### src/design/mfs_pkg.sv
// Shared types and codes for the multilevel priority FIFO scheduler.
// No dependencies; every other design file except mfs_ram imports this package.
package mfs_pkg;

   // Operation codes of an input item
   localparam logic OP_ENQUEUE = 1'b0;
   localparam logic OP_DEQUEUE = 1'b1;

   // Result status codes
   localparam logic [1:0] ST_OK    = 2'd0;
   localparam logic [1:0] ST_EMPTY = 2'd1;
   localparam logic [1:0] ST_FULL  = 2'd2;

   // Fixed payload widths of the channels
   localparam int OP_W    = 1;
   localparam int ID_W    = 8;
   localparam int LEVEL_W = 3;
   localparam int STAT_W  = 2;

   // Command from the top level into the queue control
   typedef struct packed {
      logic               valid;
      logic [OP_W-1:0]    operation;
      logic [LEVEL_W-1:0] level;
   } cmd_type;

   // Outcome of one item as decided by the queue control
   typedef struct packed {
      logic               deq_ok;
      logic [STAT_W-1:0]  status;
      logic [LEVEL_W-1:0] served_level;
   } result_type;

endpackage

### src/design/mfs_if.sv
// Valid/ready channel interfaces for the scheduler's request and response items.
// Depends on mfs_pkg for the payload widths.
interface mfs_req_if import mfs_pkg::*; ();
   logic               valid;
   logic               ready;
   logic [OP_W-1:0]    operation;
   logic [ID_W-1:0]    process_id;
   logic [LEVEL_W-1:0] level;

   modport source (output valid, output operation, output process_id, output level,
                   input ready);
   modport sink   (input valid, input operation, input process_id, input level,
                   output ready);
endinterface

interface mfs_rsp_if import mfs_pkg::*; ();
   logic               valid;
   logic               ready;
   logic [STAT_W-1:0]  status;
   logic [ID_W-1:0]    served_id;
   logic [LEVEL_W-1:0] served_level;

   modport source (output valid, output status, output served_id, output served_level,
                   input ready);
   modport sink   (input valid, input status, input served_id, input served_level,
                   output ready);
endinterface

### src/design/mfs_ram.sv
// Generic single-port RAM with registered read data, held when no read is issued.
// No dependencies.
module mfs_ram #(
   parameter int WIDTH = 8,
   parameter int DEPTH = 128
) (
   input  logic                     clock,
   input  logic                     write_en,
   input  logic                     read_en,
   input  logic [$clog2(DEPTH)-1:0] addr,
   input  logic [WIDTH-1:0]         write_data,
   output logic [WIDTH-1:0]         read_data
);

   logic [WIDTH-1:0] mem_ff [DEPTH];
   logic [WIDTH-1:0] read_data_ff;

   always_ff @(posedge clock) begin
      if (write_en) begin
         mem_ff[addr] <= write_data;
      end
      if (read_en) begin
         read_data_ff <= mem_ff[addr];
      end
   end

   assign read_data = read_data_ff;

endmodule

### src/design/mfs_ctrl.sv
// Queue control: per-level head/tail pointers and counts, priority select of the
// highest non-empty level, and entry memory address generation. Uses mfs_pkg.
module mfs_ctrl import mfs_pkg::*; #(
   parameter int NUM_LEVELS  = 8,
   parameter int LEVEL_DEPTH = 16,
   parameter int ADDR_BITS   = 7
) (
   input  logic                 clock,
   input  logic                 reset,
   input  cmd_type              cmd,
   output logic                 ram_write,
   output logic                 ram_read,
   output logic [ADDR_BITS-1:0] ram_addr,
   output result_type           result
);

   localparam int LVL_BITS = $clog2(NUM_LEVELS);
   localparam int PTR_BITS = $clog2(LEVEL_DEPTH);
   localparam int CNT_BITS = $clog2(LEVEL_DEPTH + 1);

   logic [PTR_BITS-1:0] head_ff  [NUM_LEVELS];
   logic [PTR_BITS-1:0] head_in  [NUM_LEVELS];
   logic [PTR_BITS-1:0] tail_ff  [NUM_LEVELS];
   logic [PTR_BITS-1:0] tail_in  [NUM_LEVELS];
   logic [CNT_BITS-1:0] count_ff [NUM_LEVELS];
   logic [CNT_BITS-1:0] count_in [NUM_LEVELS];

   logic                is_deq;
   logic                any_held;
   logic [LVL_BITS-1:0] top_lvl;
   logic [LVL_BITS-1:0] enq_lvl;
   logic [LVL_BITS-1:0] sel_lvl;
   logic                lvl_full;
   logic [PTR_BITS-1:0] ptr;
   logic [PTR_BITS-1:0] ptr_next;

   // Highest level holding at least one entry
   always_comb begin
      any_held = 1'b0;
      top_lvl  = '0;
      for (int i = 0; i < NUM_LEVELS; i++) begin
         if (count_ff[i] != '0) begin
            any_held = 1'b1;
            top_lvl  = LVL_BITS'(i);
         end
      end
   end

   // Enqueue level, saturated to the last level
   always_comb begin
      if (int'(cmd.level) >= NUM_LEVELS) begin
         enq_lvl = LVL_BITS'(NUM_LEVELS - 1);
      end else begin
         enq_lvl = LVL_BITS'(cmd.level);
      end
   end

   assign is_deq   = (cmd.operation == OP_DEQUEUE);
   assign lvl_full = (count_ff[enq_lvl] == CNT_BITS'(LEVEL_DEPTH));
   assign sel_lvl  = is_deq ? top_lvl : enq_lvl;
   assign ptr      = is_deq ? head_ff[sel_lvl] : tail_ff[sel_lvl];
   assign ptr_next = (ptr == PTR_BITS'(LEVEL_DEPTH - 1)) ? '0 : ptr + PTR_BITS'(1);

   // Memory access: dequeue reads the head entry, enqueue writes at the tail
   assign ram_write = cmd.valid && !is_deq && !lvl_full;
   assign ram_read  = cmd.valid && is_deq && any_held;
   assign ram_addr  = ADDR_BITS'(sel_lvl) * ADDR_BITS'(LEVEL_DEPTH) + ADDR_BITS'(ptr);

   // Pointer and count updates
   always_comb begin
      for (int i = 0; i < NUM_LEVELS; i++) begin
         head_in[i]  = head_ff[i];
         tail_in[i]  = tail_ff[i];
         count_in[i] = count_ff[i];
      end
      if (ram_read) begin
         head_in[sel_lvl]  = ptr_next;
         count_in[sel_lvl] = count_ff[sel_lvl] - CNT_BITS'(1);
      end
      if (ram_write) begin
         tail_in[sel_lvl]  = ptr_next;
         count_in[sel_lvl] = count_ff[sel_lvl] + CNT_BITS'(1);
      end
   end

   always_ff @(posedge clock) begin
      if (reset) begin
         for (int i = 0; i < NUM_LEVELS; i++) begin
            head_ff[i]  <= '0;
            tail_ff[i]  <= '0;
            count_ff[i] <= '0;
         end
      end else begin
         for (int i = 0; i < NUM_LEVELS; i++) begin
            head_ff[i]  <= head_in[i];
            tail_ff[i]  <= tail_in[i];
            count_ff[i] <= count_in[i];
         end
      end
   end

   // Item outcome
   always_comb begin
      result.deq_ok       = is_deq && any_held;
      result.served_level = result.deq_ok ? LEVEL_W'(top_lvl) : '0;
      if (is_deq) begin
         result.status = any_held ? ST_OK : ST_EMPTY;
      end else begin
         result.status = lvl_full ? ST_FULL : ST_OK;
      end
   end

endmodule

### src/design/multilevel_priority_fifo_scheduler_unit.sv
// Multilevel priority FIFO scheduler: NUM_LEVELS FIFOs of LEVEL_DEPTH process
// identifiers each, all held in one single-port entry memory. An enqueue item appends
// to its level's FIFO (status full if the level holds LEVEL_DEPTH entries); a dequeue
// item removes the oldest entry of the highest non-empty level (status empty if none).
// One item is accepted per clock unless the input stalls: pointers and counts update in
// the accept cycle and the one memory access per item is issued there, so the rate is
// set by that single memory port. The result moves from the memory stage into the output
// register once that register is free or being taken, and waits there until taken.
// While it waits, one more item can enter the memory stage; after that the input
// stalls until the result is taken. The memory needs no clearing pass after reset: an
// entry is only read while its level counts it as held.
module multilevel_priority_fifo_scheduler_unit import mfs_pkg::*; #(
   parameter int NUM_LEVELS  = 8,
   parameter int LEVEL_DEPTH = 16,
   parameter int ID_BITS     = 8
) (
   input  logic     clock,
   input  logic     reset,
   mfs_req_if.sink  req,
   mfs_rsp_if.source rsp
);

   localparam int ENTRIES   = NUM_LEVELS * LEVEL_DEPTH;
   localparam int ADDR_BITS = $clog2(ENTRIES);
   localparam int WIDE_BITS = (ID_BITS > ID_W) ? ID_BITS : ID_W;

   logic                 accept;
   logic                 out_load;
   cmd_type              cmd;
   result_type           result;
   logic                 ram_write;
   logic                 ram_read;
   logic [ADDR_BITS-1:0] ram_addr;
   logic [WIDE_BITS-1:0] pid_wide;
   logic [ID_BITS-1:0]   ram_rdata;
   logic [WIDE_BITS-1:0] rdata_wide;

   // Memory stage and output register
   logic                 s1_valid_ff;
   logic                 s1_valid_in;
   result_type           s1_res_ff;
   logic                 rsp_valid_ff;
   logic                 rsp_valid_in;
   logic [STAT_W-1:0]    rsp_status_ff;
   logic [ID_W-1:0]      rsp_id_ff;
   logic [LEVEL_W-1:0]   rsp_level_ff;

   assign out_load   = s1_valid_ff && (!rsp_valid_ff || rsp.ready);
   assign req.ready  = !s1_valid_ff || out_load;
   assign accept     = req.valid && req.ready;

   assign cmd.valid     = accept;
   assign cmd.operation = req.operation;
   assign cmd.level     = req.level;

   mfs_ctrl #(
      .NUM_LEVELS  (NUM_LEVELS),
      .LEVEL_DEPTH (LEVEL_DEPTH),
      .ADDR_BITS   (ADDR_BITS)
   ) u_ctrl (
      .clock     (clock),
      .reset     (reset),
      .cmd       (cmd),
      .ram_write (ram_write),
      .ram_read  (ram_read),
      .ram_addr  (ram_addr),
      .result    (result)
   );

   // Identifier kept to its low ID_BITS bits
   assign pid_wide = WIDE_BITS'(req.process_id);

   mfs_ram #(
      .WIDTH (ID_BITS),
      .DEPTH (ENTRIES)
   ) u_entries (
      .clock      (clock),
      .write_en   (ram_write),
      .read_en    (ram_read),
      .addr       (ram_addr),
      .write_data (pid_wide[ID_BITS-1:0]),
      .read_data  (ram_rdata)
   );

   assign rdata_wide = WIDE_BITS'(ram_rdata);

   assign s1_valid_in  = accept || (s1_valid_ff && !out_load);
   assign rsp_valid_in = out_load || (rsp_valid_ff && !rsp.ready);

   // Control registers
   always_ff @(posedge clock) begin
      if (reset) begin
         s1_valid_ff  <= 1'b0;
         rsp_valid_ff <= 1'b0;
      end else begin
         s1_valid_ff  <= s1_valid_in;
         rsp_valid_ff <= rsp_valid_in;
      end
   end

   // Payload registers
   always_ff @(posedge clock) begin
      if (accept) begin
         s1_res_ff <= result;
      end
      if (out_load) begin
         rsp_status_ff <= s1_res_ff.status;
         rsp_id_ff     <= s1_res_ff.deq_ok ? rdata_wide[ID_W-1:0] : '0;
         rsp_level_ff  <= s1_res_ff.served_level;
      end
   end

   assign rsp.valid        = rsp_valid_ff;
   assign rsp.status       = rsp_status_ff;
   assign rsp.served_id    = rsp_id_ff;
   assign rsp.served_level = rsp_level_ff;

endmodule

### src/flat_wrapper.sv
// flat-port wrapper written by rule: the top's interface ports become plain ports
module multilevel_priority_fifo_scheduler_unit_flat import mfs_pkg::*;
#(
   parameter int NUM_LEVELS  = 8,
   parameter int LEVEL_DEPTH = 16,
   parameter int ID_BITS     = 8
)
  (clock, reset, req_valid, req_operation, req_process_id, req_level, req_ready, rsp_valid, rsp_status, rsp_served_id, rsp_served_level, rsp_ready);
  mfs_req_if req_i ();
  mfs_rsp_if rsp_i ();
  input  logic clock;
  input  logic reset;
  input wire logic [$bits(req_i.valid)-1:0] req_valid;
  input wire logic [$bits(req_i.operation)-1:0] req_operation;
  input wire logic [$bits(req_i.process_id)-1:0] req_process_id;
  input wire logic [$bits(req_i.level)-1:0] req_level;
  output wire logic [$bits(req_i.ready)-1:0] req_ready;
  output wire logic [$bits(rsp_i.valid)-1:0] rsp_valid;
  output wire logic [$bits(rsp_i.status)-1:0] rsp_status;
  output wire logic [$bits(rsp_i.served_id)-1:0] rsp_served_id;
  output wire logic [$bits(rsp_i.served_level)-1:0] rsp_served_level;
  input wire logic [$bits(rsp_i.ready)-1:0] rsp_ready;
  assign req_i.valid = req_valid;
  assign req_i.operation = req_operation;
  assign req_i.process_id = req_process_id;
  assign req_i.level = req_level;
  assign req_ready = req_i.ready;
  assign rsp_valid = rsp_i.valid;
  assign rsp_status = rsp_i.status;
  assign rsp_served_id = rsp_i.served_id;
  assign rsp_served_level = rsp_i.served_level;
  assign rsp_i.ready = rsp_ready;
  multilevel_priority_fifo_scheduler_unit #(.NUM_LEVELS(NUM_LEVELS), .LEVEL_DEPTH(LEVEL_DEPTH), .ID_BITS(ID_BITS)) u_core (.clock(clock), .reset(reset), .req(req_i), .rsp(rsp_i));
endmodule
### config.mk
export PLATFORM = sky130hd
export DESIGN_NAME = multilevel_priority_fifo_scheduler_unit_flat
export DESIGN_NICKNAME = d
export VERILOG_FILES = /design/src/design/mfs_pkg.sv /design/src/design/mfs_if.sv /design/src/design/mfs_ram.sv /design/src/design/mfs_ctrl.sv /design/src/design/multilevel_priority_fifo_scheduler_unit.sv /design/src/flat_wrapper.sv
export SDC_FILE = /design/constraint.sdc
export NUM_CORES = 1
export LEC_CHECK = 0
export BUFFER_PORTS_ARGS = -buffer_cell sky130_fd_sc_hd__buf_2
export CORE_ASPECT_RATIO = 0.6
export CORE_UTILIZATION = 31
export CTS_CLUSTER_DIAMETER = 40
export DETAILED_ROUTE_END_ITERATION = 7
export PLACE_DENSITY = 0.53
export SLEW_MARGIN = 10
export SYNTH_ARGS = -nofsm -noshare
export SYNTH_HDL_FRONTEND = slang
export SYNTH_SLANG_ARGS = --single-unit
export TNS_END_PERCENT = 20
### constraint.sdc
create_clock -name clock -period 5.8 [get_ports clock]
set_input_delay 1.16 -clock clock [delete_from_list [all_inputs] [get_ports clock]]
set_output_delay 1.16 -clock clock [all_outputs]
set_load 0.03 [all_outputs]
Word-level counts from Yosys, hierarchy flattened:

Memories as Yosys holds them, arrays and structs flattened. A register that Yosys moved wholly into a read port is not among the register bits.
Index checks and enable logic that the tools add are counted.

* bits in registers: 21
* bits in writable memories: 1128
* input bits: 16
* output and inout port bits: 15
* word-level logic and storage cells: 135
* memories: 4

Memory list
* u_core.u_entries.mem_ff: words 128, width 8, read ports 1, clocked after memory_dff 1, wr ports 1, RTL line mfs_ram.sv:15 `logic [WIDTH-1:0] mem_ff [DEPTH];`
* u_core.u_ctrl.count_ff: words 8, width 5, read ports 10, clocked after memory_dff 0, wr ports 8, RTL line mfs_ctrl.sv:25 `logic [CNT_BITS-1:0] count_ff [NUM_LEVELS];`
* u_core.u_ctrl.head_ff: words 8, width 4, read ports 9, clocked after memory_dff 0, wr ports 8, RTL line mfs_ctrl.sv:21 `logic [PTR_BITS-1:0] head_ff [NUM_LEVELS];`
* u_core.u_ctrl.tail_ff: words 8, width 4, read ports 9, clocked after memory_dff 0, wr ports 8, RTL line mfs_ctrl.sv:23 `logic [PTR_BITS-1:0] tail_ff [NUM_LEVELS];`

* add/sub/neg operators: 4
* order comparisons: 2
* equal/unequal tests: 2
* muxes and demuxes: 62
* bitwise operators: 25
* reductions and logical operators: 28

Operator list (number)
* $bwmux 40: 2
* $mux 40: 2
* $mux 4: 19
* $bwmux 32: 2
* $mux 32: 2
* $mux 5: 9
* $reduce_bool 5->1: 8
* $or 1x1->1: 24
* $mux 3: 7
* $demux 5 s3: 1
* $mux 1: 15
* $demux 4 s3: 1
* $logic_and 1x1->1: 10
* $add 7x4->7: 1
* $logic_not 1->1: 6
* $add 5x1->5 const B: 1
* $eq 5x5->1 const B: 1
* $sub 5x1->5 const B: 1
* $add 4x1->4 const B: 1
* $eq 4x4->1 const B: 1
* $ge 4x4->1 const B: 1
* $logic_or 1x1->1: 4
* $lt 4x1->1 const B: 1
* $mux 2: 2
* $not 3->4: 1

Logic depth before layout (Yosys ltp):

An unclocked memory read counts as a cell.

* depth after elaboration: 20
* gate-level depth with buffers: 21
* depth with buffers taken out: 14

Cells and area by module:

Synthesis repeated with hierarchy kept, for this count alone.

* cells, all modules: 3284
* area, all modules: 47357.9 um^2

Modules (own cells, without submodules)
* mfs_ram: instances 1, cells an instance 2475, area each 40513.9 um^2, sequential area each 30989.7 um^2
* mfs_ctrl: instances 1, cells an instance 772, area each 6119.6 um^2, sequential area each 2082.0 um^2
* multilevel_priority_fifo_scheduler_unit: instances 1, cells an instance 37, area each 724.4 um^2, sequential area each 610.6 um^2

Worst setup path before layout:

Ideal clock, no wire load.

* path kind: in2reg
* start: input req_operation
* end: memory u_core.u_entries.mem_ff[24][0], enable pin
* library setup time: 0.370 ns
* data arrival time: 4.914 ns
* required time: 5.430 ns
* setup slack: 0.515 ns
* stages on the path: 18
* path buffers: 8
* cells stage by stage: clkbuf_1 > nand2b_1 > or4_4 > o22ai_4 > buf_2 > mux2_2 > o221ai_1 > o221ai_1 > o21a_2 > buf_4 > buf_4 > buf_2 > buf_4 > buf_2 > nor2_1 > nand2_1 > buf_2 > nor2_1

* longest elaborated chain between the ends: 5
* elaborated cells on any way between the ends: 10
* classes of those cells: add/sub: 1; mux: 4; reduce/logical: 3; memory: 2

RTL lines
* from (decl): RTL line flat_wrapper.sv:14 `input wire logic [$bits(req_i.operation)-1:0] req_operation;`
* branches (longest 5 deep; another with $add 7x4->7)
* to (decl): RTL line mfs_ram.sv:15

Several ways; the timed one is not identified.

==> impl_results.md <==
* Largest net degree at the start of global routing at 129
* Yosys top cell area share at 0.6706
* 1st-iter DRT viols at around 4700
* Total nets after synthesis at approximately 3700
* Top cells by area, synth: edfxtp_1 (67%), nand2_1 (7.0%), dfxtp_1 (4.5%)
* CTS tree: yes
* DR vias/cell at around 5.3
* CP Data Arrival Time at 6290 ps
* Chip Height at ~300 um
* First drt pass iteration count at 8
* Synth unique cells at 83
* WP buf/inv at 2
* Die area at between 150000 and 200000 um^2
* Flops & latches, synth at 1157
* Antenna violation net count after detailed routing at 0
* Critical path class: flop to flop
* Final WL at between 150 and 200 mm
* Initial Util at 0.3131
* Number of enable flip-flop cells after synthesis at about 1100
* CP top delay family: compound AO/OA/AOI/OAI gates
* Clk sinks at around 1200
* Fin area at about 55000 um^2
* Vias in the first global route at between 20000 and 30000
* Synth-to-layout area growth at 17.04%
* Post-Syn Instances at ~3700
* WL per Instance at about 25 um
* Core Box Area at approximately 150000 um^2
* Area after DPL at between 50000 and 60000 um^2
* PortBufs at 30
* Worst Slack Setup Final at between 50 and 60 ps
* Syn. warnings at 0
* Root Buffer: clkbuf_16
* Global-route wire length before repair at roughly 220 mm
* Synthesized cell area at 47060 um^2
* Critical Path Sink Type: flop
* Dpl cells at ~5800
* Worst-Skew Late Latency at 740 ps
* Slew margin rel. at 0.1368
* Worst hold stages at 0
* Remaining DRCs at 2
* Cell taking the most area after synthesis: edfxtp_1
* Outcome: finished, violations left
* Final net count at 3887
* Seq/Total Area, Yosys at 0.7157
* CP Depth at 15
* Max FO, Critical Path at 40
* Synth Area per Inst at ~13 um^2
* Final worst path period share at 0.9898
* Slew Viols, Final at 0
* Max-cap violations at 0
* Pre-CTS WS at -754.8 ps
* Failing checks: DRC
* CTS HTree Levels at 3
* Hold WC Path Type: flop to flop
* Final Instance Count excl. Fillers at around 6000
* Total grt overflow at 0
* RSZ-0062 raised after global routing: no
* Top FF cell, synth: edfxtp_1
* Total track usage at 0.1916
* Global placement routability congestion at 0.9281
* CTS Buffer Depth at 3
* Slowest stage delay, CP at a little over 700 ps
* Share of layout cells above drive strength 1 at 0.1381
* Routed via count at roughly 32000
* CTS clock-pin slew for the worst setup and hold paths at 70 ps
* Hold Buf Count CTS at 0
* Initial antenna violation count at 5
* Post-DP HPWL at ~99 mm
* Reg2Reg Depth at 15
* Minimum clock period at 5741 ps
* CP Cell Sequence: or4_1 -> or4_4 -> o21ba_2 -> o21ai_0 -> a21oi_1 -> a2bb2oi_2 -> o21a_4 -> buf_12 -> buf_4 -> nand2_1 -> a32oi_1 -> nor2_1 -> a311oi_4 -> nand4_1 -> o211ai_1
* Slowest cell on the critical path: or4_1
* Endpoints failing hold at 0
* Setup TNS at 0 ps
* Die width at around 500 um
* Worst Tran Pin Value at 1290 ps
* CTS buffer count at about 110
* Placement Rows at 110
* FMAX at 0.1742 GHz
* Worst Path Required at approximately 6400 ps
* Final count of negative-setup-slack endpoints at 0
* I/O pin total at 31
* Clock Skew at roughly 32 ps
* Worst reg-to-reg setup slack at 60 ps
* Startpoint types: flop
* Share of flip-flops with an asynchronous set or reset at 0
-- routing by layer --
layer / global-route usage / share of wire / wire length (um)
met5: 0 / 0.000047 / 7
met4: 0.03513 / 0.015 / 2213
met3: 0.06059 / 0.12 / 17530
met2: 0.2347 / 0.38 / 56540
met1: 0.3167 / 0.49 / 73890
-- per-stage QoR --
step | hold slack, ps | util
6_report | 423.2 | 0.3665
5_1_grt | 427.8 | 0.3665
4_1_cts | 424.9 | 0.3656
3_5_place_dp | 409.3 | 0.3388
3_3_place_gp | 411.5 | 0.3388
2_1_floorplan | 400.3 | -
-- state kept, by name, summed over array words and instances, names as in the netlist, 3 cells and up --
signal                      flops
u_core.u_ctrl.tail_ff          32
u_core.u_entries.mem_ff      1024
u_core.s1_res_ff                6
u_core.rsp.served_id            8
u_core.u_entries.read_data      8
u_core.u_ctrl.count_ff         40
u_core.u_ctrl.head_ff          32
u_core.rsp.served_level         3
-- cell type report --
cell class                      count  area [um^2]
Fill cell                       14510        95210
Sequential cell                  1157        33680
Multi-Input combinational cell   2283        12270
Clock buffer                      130         2954
Timing Repair Buffer              294         2552
Tap cell                         2016         2522
Clock inverter                     85         1028
Inverter                           18        72.57
Antenna cell                        1        2.502
-- worst paths after layout --
| kind | startpoint | endpoint |
|---|---|---|
| setup reg to reg | u_core.u_ctrl.count_ff[7][0] | u_core.u_entries.read_data[2] |
| setup / recovery | u_core.u_ctrl.count_ff[7][0] | u_core.u_entries.read_data[2] |
| hold reg to reg | u_core.s1_res_ff[0] | u_core.rsp.served_level[0] |
| hold / removal | u_core.s1_res_ff[0] | u_core.rsp.served_level[0] |
-- synthesized netlist by cell type (all sizes together), types with 27 or more instances --
library cell,instances
edfxtp,1051
nand2,885
nor2,266
nand3,258
buf,158
a21oi,153
mux2i,143
dfxtp,106
clkbuf,75
o21ai,73
a31oi,63
nand4,63
a211oi,53
o22ai,31
a221oi,30
nor3,27
-- timing repair --
item / 4_1_cts / 5_1_grt
buffers inserted: 2 / 10
pin swaps: 2 / 6
setup endpoints to repair: 3 / 6
gates resized for setup: 4 / 9
-- layout by cell type (no fill, tap or decap), types with 20 or more instances in the layout --
cell and instances:
a31oi_1 61, buf_12 32, nand2_1 882, mux2i_1 143, buf_4 240, nor3_1 24
a21oi_1 150, o22ai_1 30, edfxtp_1 1051, o21ai_0 63, a211oi_1 53, a221oi_1 30
nor2_1 261, buf_2 22, o221ai_1 20, dfxtp_1 106, nand4_1 63, clkbuf_16 115
nand3_1 257, a32oi_1 26
-- cell families after synthesis --
group / after synthesis / synth area share
simple gates: 1587 / 0.1445
flops: 1157 / 0.7157
compound gates: 528 / 0.07561
buf+inv: 251 / 0.02637
mux: 158 / 0.03568
xor+xnor: 7 / 0.001303
fa+ha+maj: 3 / 0.0007977
Power is left out: the tool's default activity adds up to more than one toggle a clock period on the data nets, which glitch-free logic cannot reach.
